<file path="src/design/rlid_pkg.sv">
// rlid_pkg: shared constants and types for the run-length image decoder
// no dependencies; used by rlid_step and run_length_image_decoder
package rlid_pkg;

    // field widths
    localparam int unsigned CODE_W  = 8;
    localparam int unsigned POS_W   = 10;
    localparam int unsigned COLOR_W = 6;
    localparam int unsigned CFG_W   = 10;
    localparam int unsigned IDX_W   = 1;
    localparam int unsigned OUT_W   = 40;

    // register indexes
    localparam logic [IDX_W-1:0] REG_LINE_WIDTH = 1'd0;
    localparam logic [IDX_W-1:0] REG_FRAME_ROWS = 1'd1;

    // register reset values
    localparam logic [CFG_W-1:0] LINE_WIDTH_RST = 10'd320;
    localparam logic [CFG_W-1:0] FRAME_ROWS_RST = 10'd240;

    // control codes of a byte with top bits clear
    localparam logic [CODE_W-1:0] CODE_FRAME_SEP = 8'd33;
    localparam logic [CODE_W-1:0] CODE_FILL_ROW  = 8'd35;
    localparam logic [CODE_W-1:0] CODE_LONG_LEN  = 8'd36;

    localparam logic [POS_W-1:0] ROW_MAX = 10'd1023;

    // decoder state
    typedef struct packed {
        logic [POS_W-1:0]   column;
        logic [POS_W-1:0]   row;
        logic [COLOR_W-1:0] last_color;
        logic               awaiting_length;
        logic               frame_done;
    } t_state;

    // one decoded run
    typedef struct packed {
        logic               frame_end;
        logic [POS_W-1:0]   length;
        logic [COLOR_W-1:0] color;
        logic [POS_W-1:0]   col;
        logic [POS_W-1:0]   row;
    } t_run;

endpackage

</file>
<file path="src/design/rlid_step.sv">
// rlid_step: decode of one code byte against the current decoder state
// depends on rlid_pkg (state and run types, control codes)
module rlid_step (
    input  logic [rlid_pkg::CODE_W-1:0] i_code,
    input  logic                        i_frame_start,
    input  logic [rlid_pkg::CFG_W-1:0]  i_line_width,
    input  logic [rlid_pkg::CFG_W-1:0]  i_frame_rows,
    input  rlid_pkg::t_state            i_state,
    output rlid_pkg::t_state            o_state,
    output logic                        o_emit,
    output rlid_pkg::t_run              o_run
);
    import rlid_pkg::*;

    t_state           s0;
    logic [POS_W-1:0] width;
    logic             do_run;
    logic             fill;
    logic             fend;
    logic [POS_W-1:0] req_len;
    logic [POS_W-1:0] c1;
    logic [POS_W-1:0] r1;
    logic [POS_W-1:0] room;
    logic [POS_W-1:0] len;
    logic [POS_W-1:0] c2;
    logic             take;

    // frame start clears position and flags, colour is kept
    always_comb begin
        s0 = i_state;
        if (i_frame_start) begin
            s0.column          = '0;
            s0.row             = '0;
            s0.awaiting_length = 1'b0;
            s0.frame_done      = 1'b0;
        end
    end

    // zero width acts as one
    assign width = (i_line_width == '0) ? POS_W'(1) : i_line_width;

    // byte classification and state flags
    always_comb begin
        o_state = s0;
        do_run  = 1'b0;
        fill    = 1'b0;
        fend    = 1'b0;
        req_len = '0;
        if (!s0.frame_done) begin
            if (s0.awaiting_length) begin
                o_state.awaiting_length = 1'b0;
                do_run  = 1'b1;
                req_len = POS_W'(i_code);
            end else if (i_code[CODE_W-1 -: 2] != 2'b00) begin
                o_state.last_color = i_code[COLOR_W-1:0];
                do_run  = 1'b1;
                req_len = POS_W'(i_code[CODE_W-1 -: 2]);
            end else if (i_code == CODE_LONG_LEN) begin
                o_state.awaiting_length = 1'b1;
            end else if (i_code == CODE_FILL_ROW) begin
                do_run = (s0.column != '0);
                fill   = 1'b1;
            end else if (i_code == CODE_FRAME_SEP) begin
                o_state.frame_done = 1'b1;
                do_run = 1'b1;
                fill   = 1'b1;
                fend   = 1'b1;
            end else begin
                do_run  = 1'b1;
                req_len = POS_W'(i_code);
            end
        end
        // position update of a run
        if (do_run) begin
            o_state.column = c1;
            o_state.row    = r1;
            if (take) begin
                if (c2 >= width) begin
                    o_state.column = '0;
                    o_state.row    = (r1 == ROW_MAX) ? r1 : r1 + POS_W'(1);
                end else begin
                    o_state.column = c2;
                end
            end
        end
    end

    // wrap a column left beyond the width, then cut at row end
    always_comb begin
        if (s0.column >= width) begin
            c1 = '0;
            r1 = (s0.row == ROW_MAX) ? s0.row : s0.row + POS_W'(1);
        end else begin
            c1 = s0.column;
            r1 = s0.row;
        end
        room = width - c1;
        len  = (fill || req_len > room) ? room : req_len;
        c2   = c1 + len;
        take = (len != '0) && (r1 < i_frame_rows);
    end

    assign o_emit        = do_run && take;
    assign o_run.row       = r1;
    assign o_run.col       = c1;
    assign o_run.color     = o_state.last_color;
    assign o_run.length    = len;
    assign o_run.frame_end = fend;

endmodule

</file>
<file path="src/design/run_length_image_decoder.sv">
// run_length_image_decoder: top level, input register, state, result register
// depends on rlid_pkg and rlid_step
//
//  channel   dir  signals                       contents
//  s_axis    in   tvalid tready tdata tuser     code byte, frame start flag
//  m_axis    out  tvalid tready tdata tlast     run row/col/color/length, frame end
//  cfg       in   i_cfg_we i_cfg_index data     line width (0), frame rows (1)
//
// one byte per cycle sustained while the result is not stalled; path: input register, then result register
// the decode of the byte held in the input register updates the state when that byte moves on
// reset (synchronous, active low) empties both registers and restores the defaults
// a stalled result holds the input register; the input takes a byte whenever
// the input register is empty or moves on in the same cycle
module run_length_image_decoder (
    input  logic                          i_clk,
    input  logic                          i_rst_n,
    input  logic                          s_axis_tvalid,
    output logic                          s_axis_tready,
    input  logic [rlid_pkg::CODE_W-1:0]   s_axis_tdata,  // [7:0] code_byte
    input  logic                          s_axis_tuser,  // [0] frame_start
    output logic                          m_axis_tvalid,
    input  logic                          m_axis_tready,
    // [9:0] run_row, [19:10] run_col, [25:20] run_color, [35:26] run_length, zeros
    output logic [rlid_pkg::OUT_W-1:0]    m_axis_tdata,
    output logic                          m_axis_tlast,  // frame_end
    input  logic                          i_cfg_we,
    input  logic [rlid_pkg::IDX_W-1:0]    i_cfg_index,
    input  logic [rlid_pkg::CFG_W-1:0]    i_cfg_data
);
    import rlid_pkg::*;

    logic              r_in_valid;
    logic [CODE_W-1:0] r_in_code;
    logic              r_in_fs;
    logic [CFG_W-1:0]  r_line_width;
    logic [CFG_W-1:0]  r_frame_rows;
    t_state            r_state;
    t_state            n_state;
    logic              r_out_valid;
    t_run              r_out;
    t_run              n_run;
    logic              n_emit;
    logic              adv;

    // the held byte moves on when the result register is free or emptying
    assign adv           = r_in_valid && (!r_out_valid || m_axis_tready);
    assign s_axis_tready = !r_in_valid || adv;

    // configuration registers
    always_ff @(posedge i_clk) begin
        if (!i_rst_n) begin
            r_line_width <= LINE_WIDTH_RST;
            r_frame_rows <= FRAME_ROWS_RST;
        end else if (i_cfg_we) begin
            unique case (i_cfg_index)
                REG_LINE_WIDTH: r_line_width <= i_cfg_data;
                REG_FRAME_ROWS: r_frame_rows <= i_cfg_data;
                default: ;
            endcase
        end
    end

    // input register
    always_ff @(posedge i_clk) begin
        if (!i_rst_n) begin
            r_in_valid <= 1'b0;
        end else if (s_axis_tready) begin
            r_in_valid <= s_axis_tvalid;
        end
    end

    always_ff @(posedge i_clk) begin
        if (s_axis_tready && s_axis_tvalid) begin
            r_in_code <= s_axis_tdata;
            r_in_fs   <= s_axis_tuser;
        end
    end

    // byte decode
    rlid_step u_step (
        .i_code        (r_in_code),
        .i_frame_start (r_in_fs),
        .i_line_width  (r_line_width),
        .i_frame_rows  (r_frame_rows),
        .i_state       (r_state),
        .o_state       (n_state),
        .o_emit        (n_emit),
        .o_run         (n_run)
    );

    // decoder state
    always_ff @(posedge i_clk) begin
        if (!i_rst_n) begin
            r_state <= '0;
        end else if (adv) begin
            r_state <= n_state;
        end
    end

    // result register
    always_ff @(posedge i_clk) begin
        if (!i_rst_n) begin
            r_out_valid <= 1'b0;
        end else if (adv) begin
            r_out_valid <= n_emit;
        end else if (m_axis_tready) begin
            r_out_valid <= 1'b0;
        end
    end

    always_ff @(posedge i_clk) begin
        if (adv && n_emit) begin
            r_out <= n_run;
        end
    end

    assign m_axis_tvalid = r_out_valid;
    assign m_axis_tdata  = {4'b0, r_out.length, r_out.color, r_out.col, r_out.row};
    assign m_axis_tlast  = r_out.frame_end;

endmodule
</file>
<file path="config.mk">
export PLATFORM = sky130hd
export DESIGN_NAME = run_length_image_decoder
export DESIGN_NICKNAME = d
export VERILOG_FILES = /design/src/design/rlid_pkg.sv /design/src/design/rlid_step.sv /design/src/design/run_length_image_decoder.sv
export SDC_FILE = /design/constraint.sdc
export NUM_CORES = 1
export LEC_CHECK = 0
export ABC_AREA = 0
export BUFFER_PORTS_ARGS = -buffer_cell sky130_fd_sc_hd__clkbuf_2
export CAP_MARGIN = 20
export CORE_MARGIN = 10
export CORE_UTILIZATION = 44
export DETAILED_ROUTE_END_ITERATION = 12
export GPL_TIMING_DRIVEN = 0
export HOLD_SLACK_MARGIN = 0.1
export PLACE_DENSITY_LB_ADDON = 0.1
export SLEW_MARGIN = 20
export SYNTH_ARGS = -nofsm -noshare
export SYNTH_HDL_FRONTEND = slang
export SYNTH_SLANG_ARGS = --single-unit
</file>
<file path="constraint.sdc">
create_clock -name i_clk -period 11.45 [get_ports i_clk]
set_input_delay 2.29 -clock i_clk [delete_from_list [all_inputs] [get_ports i_clk]]
set_output_delay 2.29 -clock i_clk [all_outputs]
set_load 0.01 [all_outputs]
</file>
After elaboration in Yosys (flattened, before gate mapping) --
Index checks and enable logic that the tools add are counted.
Storage, ports and cells: output and inout port bits 43, register bits 96, input port bits 25, logic and storage cells 88
Operators by class: $add $sub $neg 4, equal/unequal tests 5, bitwise operators 1, reduce and logical (&&, ||, !) cells 18, order comparisons 4, mux-type cells 40
Operators by type and width (count):
- $mux 10 | 13
- $mux 20 | 3
- $eq 8x6->1 const B | 3
- $add 10x1->10 const B | 2
- $eq 10x10->1 const B | 2
- $ge 10x10->1 | 2
- $reduce_bool 10->1 | 2
- $mux 1 | 18
- $mux 8 | 2
- $mux 6 | 2
- $add 10x10->10 | 1
- $gt 10x10->1 | 1
- $logic_not 10->1 | 1
- $lt 10x10->1 | 1
- $sub 10x10->10 | 1
- $logic_and 1x1->1 | 5
- $mux 2 | 2
- $reduce_and 2->1 | 2
- $reduce_bool 2->1 | 2
- $logic_or 1x1->1 | 3
- $reduce_or 3->1 | 1
- $logic_not 1->1 | 2
- $not 1->1 | 1

Logic depth before layout (Yosys ltp) --
depth after elaboration 15, depth in mapped cells 45, mapped depth without buffers 41

Modules after synthesis --
Synthesis repeated with hierarchy kept, for this count alone.
Unflattened totals: cell total of the unflattened synthesis 791, area, all modules 6790.3 um2
Modules (own cells, without submodules):
- rlid_step | area an instance 3415.8 um2, sequential area each 0.0 um2, cells an instance 517, times used 1
- run_length_image_decoder | area an instance 3374.5 um2, sequential area each 2382.3 um2, cells an instance 274, times used 1

Worst setup path before layout --
No wires, ideal clock.
path kind reg2reg, from register r_in_fs, to register r_state[19] (netlist name), path buffers 6, cell stages (with the launch flop) 44, arrival 8.818 ns, setup time 0.075 ns, setup slack 2.557 ns, period minus slack after synthesis 8.893 ns, required time 11.375 ns, cell sequence edfxtp_1 > clkbuf_1 > clkbuf_1 > clkbuf_1 > nand2b_1 > ha_1 > nand2b_1 > a211oi_1 > or3_1 > clkbuf_1 > nand2_1 > nor2_1 > nand2_1 > ha_1 > nor2b_1 > o21a_1 > o2111a_1 > a211o_1 > (+8 left out) > ha_1 > inv_1 > fa_1 > inv_1 > a21oi_1 > o21bai_1 > xor2_1 > ha_1 > a21o_1 > a2111oi_0 > o21ai_0 > a31o_2 > a21oi_1 > clkbuf_1 > clkbuf_1 > nor3b_1 > a21oi_1 > o21ai_0
RTL lines:
- start: declaration | RTL line run_length_image_decoder.sv:34 | logic r_in_fs;
- start signal: assignment | RTL line run_length_image_decoder.sv:75 | r_in_fs <= s_axis_tuser;
- end signal: assignment | RTL line run_length_image_decoder.sv:96 | r_state <= n_state;
- end: declaration | RTL line run_length_image_decoder.sv:37 | t_state r_state;

==> results_dict.tcl <==
set metrics [dict create \
    fin_nets 888 \
    synth-main-ff-cell "dfxtp_1" \
    ios 68 \
    htree_levels 3 \
    cp_top_family "compound AO/OA/AOI/OAI gates" \
    clk_root_buffer_cell "clkbuf_16" \
    clk_pin_slew_ns 0.07 \
    routed_wl_mm 17.4 \
    die_area_mm2 0.0199 \
    async_flop_share_pct 0 \
    slew_headroom_pct 51.5 \
    core_mm2 0.0144 \
    synth_area_mm2 0.00644 \
    start_util_pct 44.7 \
    clock_skew_ns 0.0102 \
    rsz0062_at_grt "false" \
    hp-class "reg2reg" \
    setup_viol 0 \
    critPathLaunchType "flop" \
    fin_crit_sh_pct 91.1 \
    viasPerCell 5.65 \
    grt-ovfl-total 0 \
    worstPathRequired_ns 11.75 \
    cp_max_fo 10 \
    max_freq_mhz 95.8 \
    ys_types 79 \
    synth_warnings 0 \
    cp.buffers_inverters 8 \
    first_pass_iters 5 \
    synth.area.top_cells "edfxtp_1, dfxtp_1, ha_1" \
    area_growth_pct 14.3 \
    leakagePower_nw 3.16 \
    post-route-drc-count 0 \
    avgRoutedWirePerCell_um 17.6 \
    synth_top_area_share_pct 21.4 \
    synth.ff_latch_count 96 \
    crit_type "reg2reg" \
    whs_ns 0.455 \
    power_density_mw_per_mm2 117 \
    synth_edf_count 46 \
    power_uw 860 \
    antenna_found_initial 0 \
    track_usage_pct 17.3 \
    portBuffers 62 \
    ys_seq_area_share_pct 37.0 \
    ant_nets 0 \
    std_cell_rows 44 \
    grt_pass1_vias 5494 \
    fin_setup_tns_ns 0 \
    min_period_ns 10.43 \
    worst_slew_pin_slew_ns 0.726 \
    num_vias 5608 \
    clock_path_buffers 2 \
    place_congestion 0.972 \
    first_iter_violations 503 \
    crit_path_end_kind "flop" \
    max_stage_delay_ns 0.56 \
    final_layout_size_suffix_gt1_share_pct 14.9 \
    crit_slowest_cell "edfxtp_1" \
    netlist_instances 726 \
    post_cts_buffers 0 \
    cts_inserted_buffers 9 \
    yosys.area.top_type "edfxtp_1" \
    clock_latency_ns 0.35 \
    syn_area_per_cell_um2 8.87 \
    cap_violations 0 \
    finalHoldViolations 0 \
    chipHeight_um 141 \
    slew_viol_final 0 \
    cp.arrival_ns 10.73 \
    grt_max_degree 21 \
    ir_drop_v 0.0000626 \
    cts_sinks 96 \
    status "finished clean" \
    hpwlAfterDp_mm 13.8 \
    n_antenna_cell 0 \
    grt_pass1_wl_mm 28.0 \
    die_w_um 141 \
    tritoncts "yes" \
    r2r_setup_slack_ns 1.02 \
    cts-hold-fix-buffers 0 \
]
==> kinds of logic (layout without fill, tap and decap cells) <==
logic type / count (synthesis) / in the layout / synth area share [%]
AOI/OAI and AO/OA: 175 / 175 / 18.3
xor gates and xnor gates: 22 / 22 / 2.99
adders and majority gates: 60 / 60 / 11.9
buffers and inverters: 91 / 170 / 5.87
DFF: 96 / 96 / 37.0
muxes: 20 / 20 / 3.32
other: 1 / 4 / 0.0582
and+or+nand+nor: 261 / 261 / 20.6
==> synth_stat cells (all sizes together) (4+ instances only) <==
master and count:
a31oi 4, and2 8, and3 8, inv 50
nand2b 14, nor2b 25, ha 58, a21oi 58
mux2 11, nand2 108, o211ai 11, o21a 4
nand3 9, a211oi 8, or3 4, o21ai 30
clkbuf 26, nor3 13, edfxtp 46, a22o 8
buf 14, o21bai 4, nor2 34, xor2 11
dfxtp 50, a21o 11, nor4 11, xnor2 11
mux2i 9, nand4 10
==> per-stage QoR <==
| stage | cells | area [µm²] | utilization, % | setup WS [ns] |
|---|---|---|---|---|
| final | 992 | 7360 | 51.0 | 1.02 |
| after global routing | 992 | 7360 | 51.0 | 0.128 |
| after CTS | 992 | 7350 | 50.9 | 0.0280 |
| after detailed placement | 976 | 7030 | 48.7 | 0.0835 |
| after global placement | 975 | 6990 | 48.5 | 0.233 |
| after floorplan | 729 | 6450 | - | 2.56 |
==> what timing repair did <==
action / 4_1_cts / 5_1_grt
setup endpoints to repair: 0 / 20
gates resized for setup: 0 / 12
hold endpoints to repair: 0 / 0
==> tightest hold or removal path, cell delays in order, from the launching register on <==
cell and delay, ns:
dfxtp_1 0.31, nand2_1 0.05, a21oi_1 0.05
==> where the power goes <==
| group | total, mW | switching (mW) | internal [mW] |
|---|---|---|---|
| logic | 0.146 | 0.0888 | 0.0575 |
| registers | 0.385 | 0.00993 | 0.376 |
| clock network | 0.328 | 0.136 | 0.192 |
==> per-layer routing <==
metal | vias to the layer above | wire length (µm) | track usage [%]
met4 | 0 | 402 | 6.09
met5 | - | 0 | 0
met2 | 157 | 8330 | 28.7
li1 | 2754 | - | -
met1 | 2669 | 7740 | 21.5
met3 | 28 | 969 | 4.03
==> layout make-up <==
class	count	area, µm²
plain buffers	40	193
clock buffers	9	225
clock inverters	7	93.8
fillers	1401	7060
inverters	51	191
multi-input cells	542	3710
flip-flops and latches	96	2380
well taps	184	230
repair buffers	63	338
==> flip-flops by register name, indices dropped and copies added (netlist names) <==
register       count
r_state           28
r_frame_rows      10
r_in_fs            1
r_in_code          8
r_in_valid         1
m_axis_tvalid      1
m_axis_tdata      36
m_axis_tlast       1
r_line_width      10
==> placed cells by master (no fill, tap or decap), types with 9 or more instances in the layout <==
| master | n |
|---|---|
| a21oi_1 | 57 |
| o211ai_1 | 11 |
| clkbuf_16 | 9 |
| edfxtp_1 | 46 |
| clkbuf_1 | 21 |
| nand4_1 | 9 |
| ha_1 | 58 |
| mux2_2 | 11 |
| nand2_1 | 108 |
| dfxtp_1 | 50 |
| nor2b_1 | 25 |
| mux2i_1 | 9 |
| nand2b_1 | 14 |
| o21ai_0 | 29 |
| clkbuf_2 | 67 |
| nor2_1 | 32 |
| nand3_1 | 9 |
| a21o_1 | 11 |
| inv_1 | 50 |
| xor2_1 | 11 |
| nor3_1 | 12 |
| xnor2_1 | 11 |
==> worst paths after layout <==
path / startpoint / endpoint / depth (start not counted)
setup / recovery: r_in_fs / r_state[22] / 43
hold / removal: r_state[7] / r_state[7] / 2
setup reg to reg: r_in_fs / r_state[22] / 43
hold reg to reg: r_state[7] / r_state[7] / 2
(Power assumes the default switching activity.)
